`config.mk`:
```
export PLATFORM = sky130hd
export DESIGN_NAME = epct_ram
export DESIGN_NICKNAME = d
export VERILOG_FILES = /design/src/design/epct_ram.sv
export SDC_FILE = /design/constraint.sdc
export NUM_CORES = 2
export LEC_CHECK = 0
export CAP_MARGIN = 25
export CORE_MARGIN = 2
export CORE_UTILIZATION = 40
export DETAILED_ROUTE_END_ITERATION = 12
export DONT_BUFFER_PORTS = 1
export PLACE_DENSITY_LB_ADDON = 0.25
export SYNTH_ARGS = -nofsm -noshare
export SYNTH_HDL_FRONTEND = slang
export SYNTH_SLANG_ARGS = --single-unit
export TNS_END_PERCENT = 50
```
`constraint.sdc`:
```
create_clock -name clk -period 3.8 [get_ports clk]
set_input_delay 0.76 -clock clk [delete_from_list [all_inputs] [get_ports clk]]
set_output_delay 0.76 -clock clk [all_outputs]
set_load 0.05 [all_outputs]
```
`src/design/epct_ram.sv`:
```
// ----------------------------------------------------------------------------
// epct_ram
// Simple dual-port RAM: one write port, one read port, registered read data.
// ----------------------------------------------------------------------------
module epct_ram #(
  parameter int WIDTH = 12,
  parameter int DEPTH = 256
) (
  input  logic                     clk,
  input  logic                     we,
  input  logic [$clog2(DEPTH)-1:0] waddr,
  input  logic [WIDTH-1:0]         wdata,
  input  logic [$clog2(DEPTH)-1:0] raddr,
  output logic [WIDTH-1:0]         rdata
);

  logic [WIDTH-1:0] mem [DEPTH];

  always_ff @(posedge clk) begin
    if (we) begin
      mem[waddr] <= wdata;
    end
    rdata <= mem[raddr];
  end

endmodule

```
==> metrics <==
Initial Util 40.3%; Clk pin slew, worst setup/hold paths 0.06 ns; Final Critical Period 3.68 ns; full die area 0.301 mm^2; Clock Skews 0.0753 ns; Critical R2R Launch mem[10][0]$_DFFE_PP_; hold path start wdata[1]; EDFF count, synth 3072; total global-route track usage 20.4%; Skew-Pair Late Insertion Delay 0.88 ns; drt first pass iters 5; Top-Level Pins 42; Layout fillers 24333; Peak Freq 271 MHz; final net count 5974; vias per inst 5.79; Bufs on Longest Clock Path 4; Syn Inst Count 5506; most frequent cells in the layout edfxtp_1 (3072), mux4_2 (636), buf_4 (416), clkbuf_16 (332), nor2_1 (300); RSZ-0062 raised after global routing true; post-CTS setup buffers 0; largest net degree at the start of global routing 912; crit path max fanout 101; Syn-to-layout area delta 14.5%; first-pass GRT wire length 441 mm; commonest non-fill, non-tap cell in the layout edfxtp_1; Synth Area per Inst 21.5 um^2; worst vdd ir 0.311 mV; GRT overflow 0; Seq/Total Area, Yosys 78.0%; Rows 199; Die H 549 um; detailed-route via count 58565; fin crit share 96.9%; HP Class input pin to flip-flop; number of H-tree levels 5; Max-Cap Viols 0; Pleak 42.5 nW; clock tree from TritonCTS yes; drt total wl 316 mm; final core occ 46.1%; FFs w/ async S/R, synth 0%; CP required 4.56 ns; initial antenna violation count 19; CORE AREA 0.295 mm^2; share of layout cells above drive strength 1 26.1%; number of remaining DRC errors 0; Final HPWL DP 172 mm; CTS buffer count 321; Yosys top cell area share 77.8%; Avg WL per Cell 31.3 um; post-route antenna net violation count 0; chip width 549 um; number of global-route vias before repair 58469; Yosys reg bits 3084; final hold slack 0.0802 ns; kind of critical path input pin to flip-flop; P per Cell Area 527 mW/mm^2; Cell variety after synth 61; 1st-iter DRT viols 7424; total power 0.0715 W; Worst setup SP type input pin; CP startpoint raddr[0]; Synth area leader edfxtp_1; buffers added on ports 0; ys flop type edfxtp_1; accumulated negative setup slack 0 ns; TritonCTS sink count 3084; top area cells in the synthesized netlist edfxtp_1 (78%), mux4_2 (12%), mux2i_1 (1.9%); endpoint class of the critical path flip-flop; status complete, but fails checks; Data arrival, critical path 4.44 ns; final hold violations 0; Root Driver clkbuf_16; Inst Count DP 9517; endpoints failing setup 0; synth warn 0; Synth Cell Area 0.119 mm^2; R2R Setup Slk 1.08 ns; Non-Filler Instances 10116; Relative slew margins -32.5%; violated checks max-slew violations; fin. max-slew vios 131; Placer Congestion 0.839; syn nets 5536; Slew @ Worst Pin 1.99 ns
synthesized netlist by cell type (33+ instances only):
library cell  instances
o221ai_1             53
a22oi_1             215
clkbuf_1            153
nand2_1              45
nor4_1               34
a21oi_1             121
nor2b_1              37
o22ai_1              88
nor2_1              302
mux4_2              636
o21ai_0              34
buf_4                33
nor3_1               33
mux2i_1             223
edfxtp_1           3072
buf_2                72
buf_6                35
kinds of logic (layout without fill, tap and decap cells):
logic type,Yosys count,in the layout,share of synthesized area (%)
DFF,3084,3084,78.0
muxes,894,894,14.3
AOI/OAI and AO/OA,637,637,3.75
buffers and inverters,341,1028,1.83
other,0,4,0
and+or+nand+nor,550,550,2.17
metrics by stage:
step	worst slack, ns	area, um^2
final	0.116	136000
after floorplan	1.05	119000
after detailed placement	-0.277	125000
after global placement	-0.579	125000
after global routing	-0.0308	136000
after CTS	0.709	135000
flip-flops by register name (all words and copies together) (netlist names):
| register | cells |
|---|---|
| mem | 3072 |
| rdata | 12 |
worst max-delay path: stages:
cell and delay (ns):
buf_16 0.43, buf_16 0.38, buf_16 0.55, mux4_2 0.60, a22oi_1 0.37, a21oi_1 0.28
nor4_4 0.41, buf_4 0.18, nor4_1 0.05
report_power, final:
group	internal (W)	total, W	leakage, nW	switching, W
registers	0.0375	0.0377	27.7	0.000180
logic	0.00117	0.00269	9.70	0.00152
clock network	0.0181	0.0311	5.06	0.0130
total	0.0568	0.0715	42.5	0.0147
cell type report:
type                            instances  area (um^2)  share of cell area, %
Sequential cell                      3084        92500                   68.1
Multi-Input combinational cell       2081        24200                   17.8
Clock buffer                          393         8490                   6.25
Tap cell                             3919         4900                   3.61
Timing Repair Buffer                  453         3850                   2.84
Clock inverter                        179         1880                   1.38
Inverter                                3         11.3                0.00829
Antenna cell                            4         10.0                0.00737
path summary, 6_finish.rpt:
kind	depth (start not counted)	to
worst max-delay path	9	rdata[3]$_DFF_P_
worst min-delay path	0	mem[134][1]$_DFFE_PP_
worst max register to register	8	rdata[0]$_DFF_P_
worst min register to register	6	rdata[7]$_DFF_P_
metal layers:
layer  wire (um)  track usage [%]
met1      134000             29.3
met2      151000             32.4
met3       22300             3.11
met4        9710             6.17
met5          21                0
timing repair:
| item | in CTS | in global routing |
|---|---|---|
| setup endpoints to repair | 0 | 12 |
| gates resized for setup | 0 | 12 |
| hold endpoints to repair | 52 | 0 |
| hold buffers | 6 | 0 |
Power figures use the tool's default switching activity.
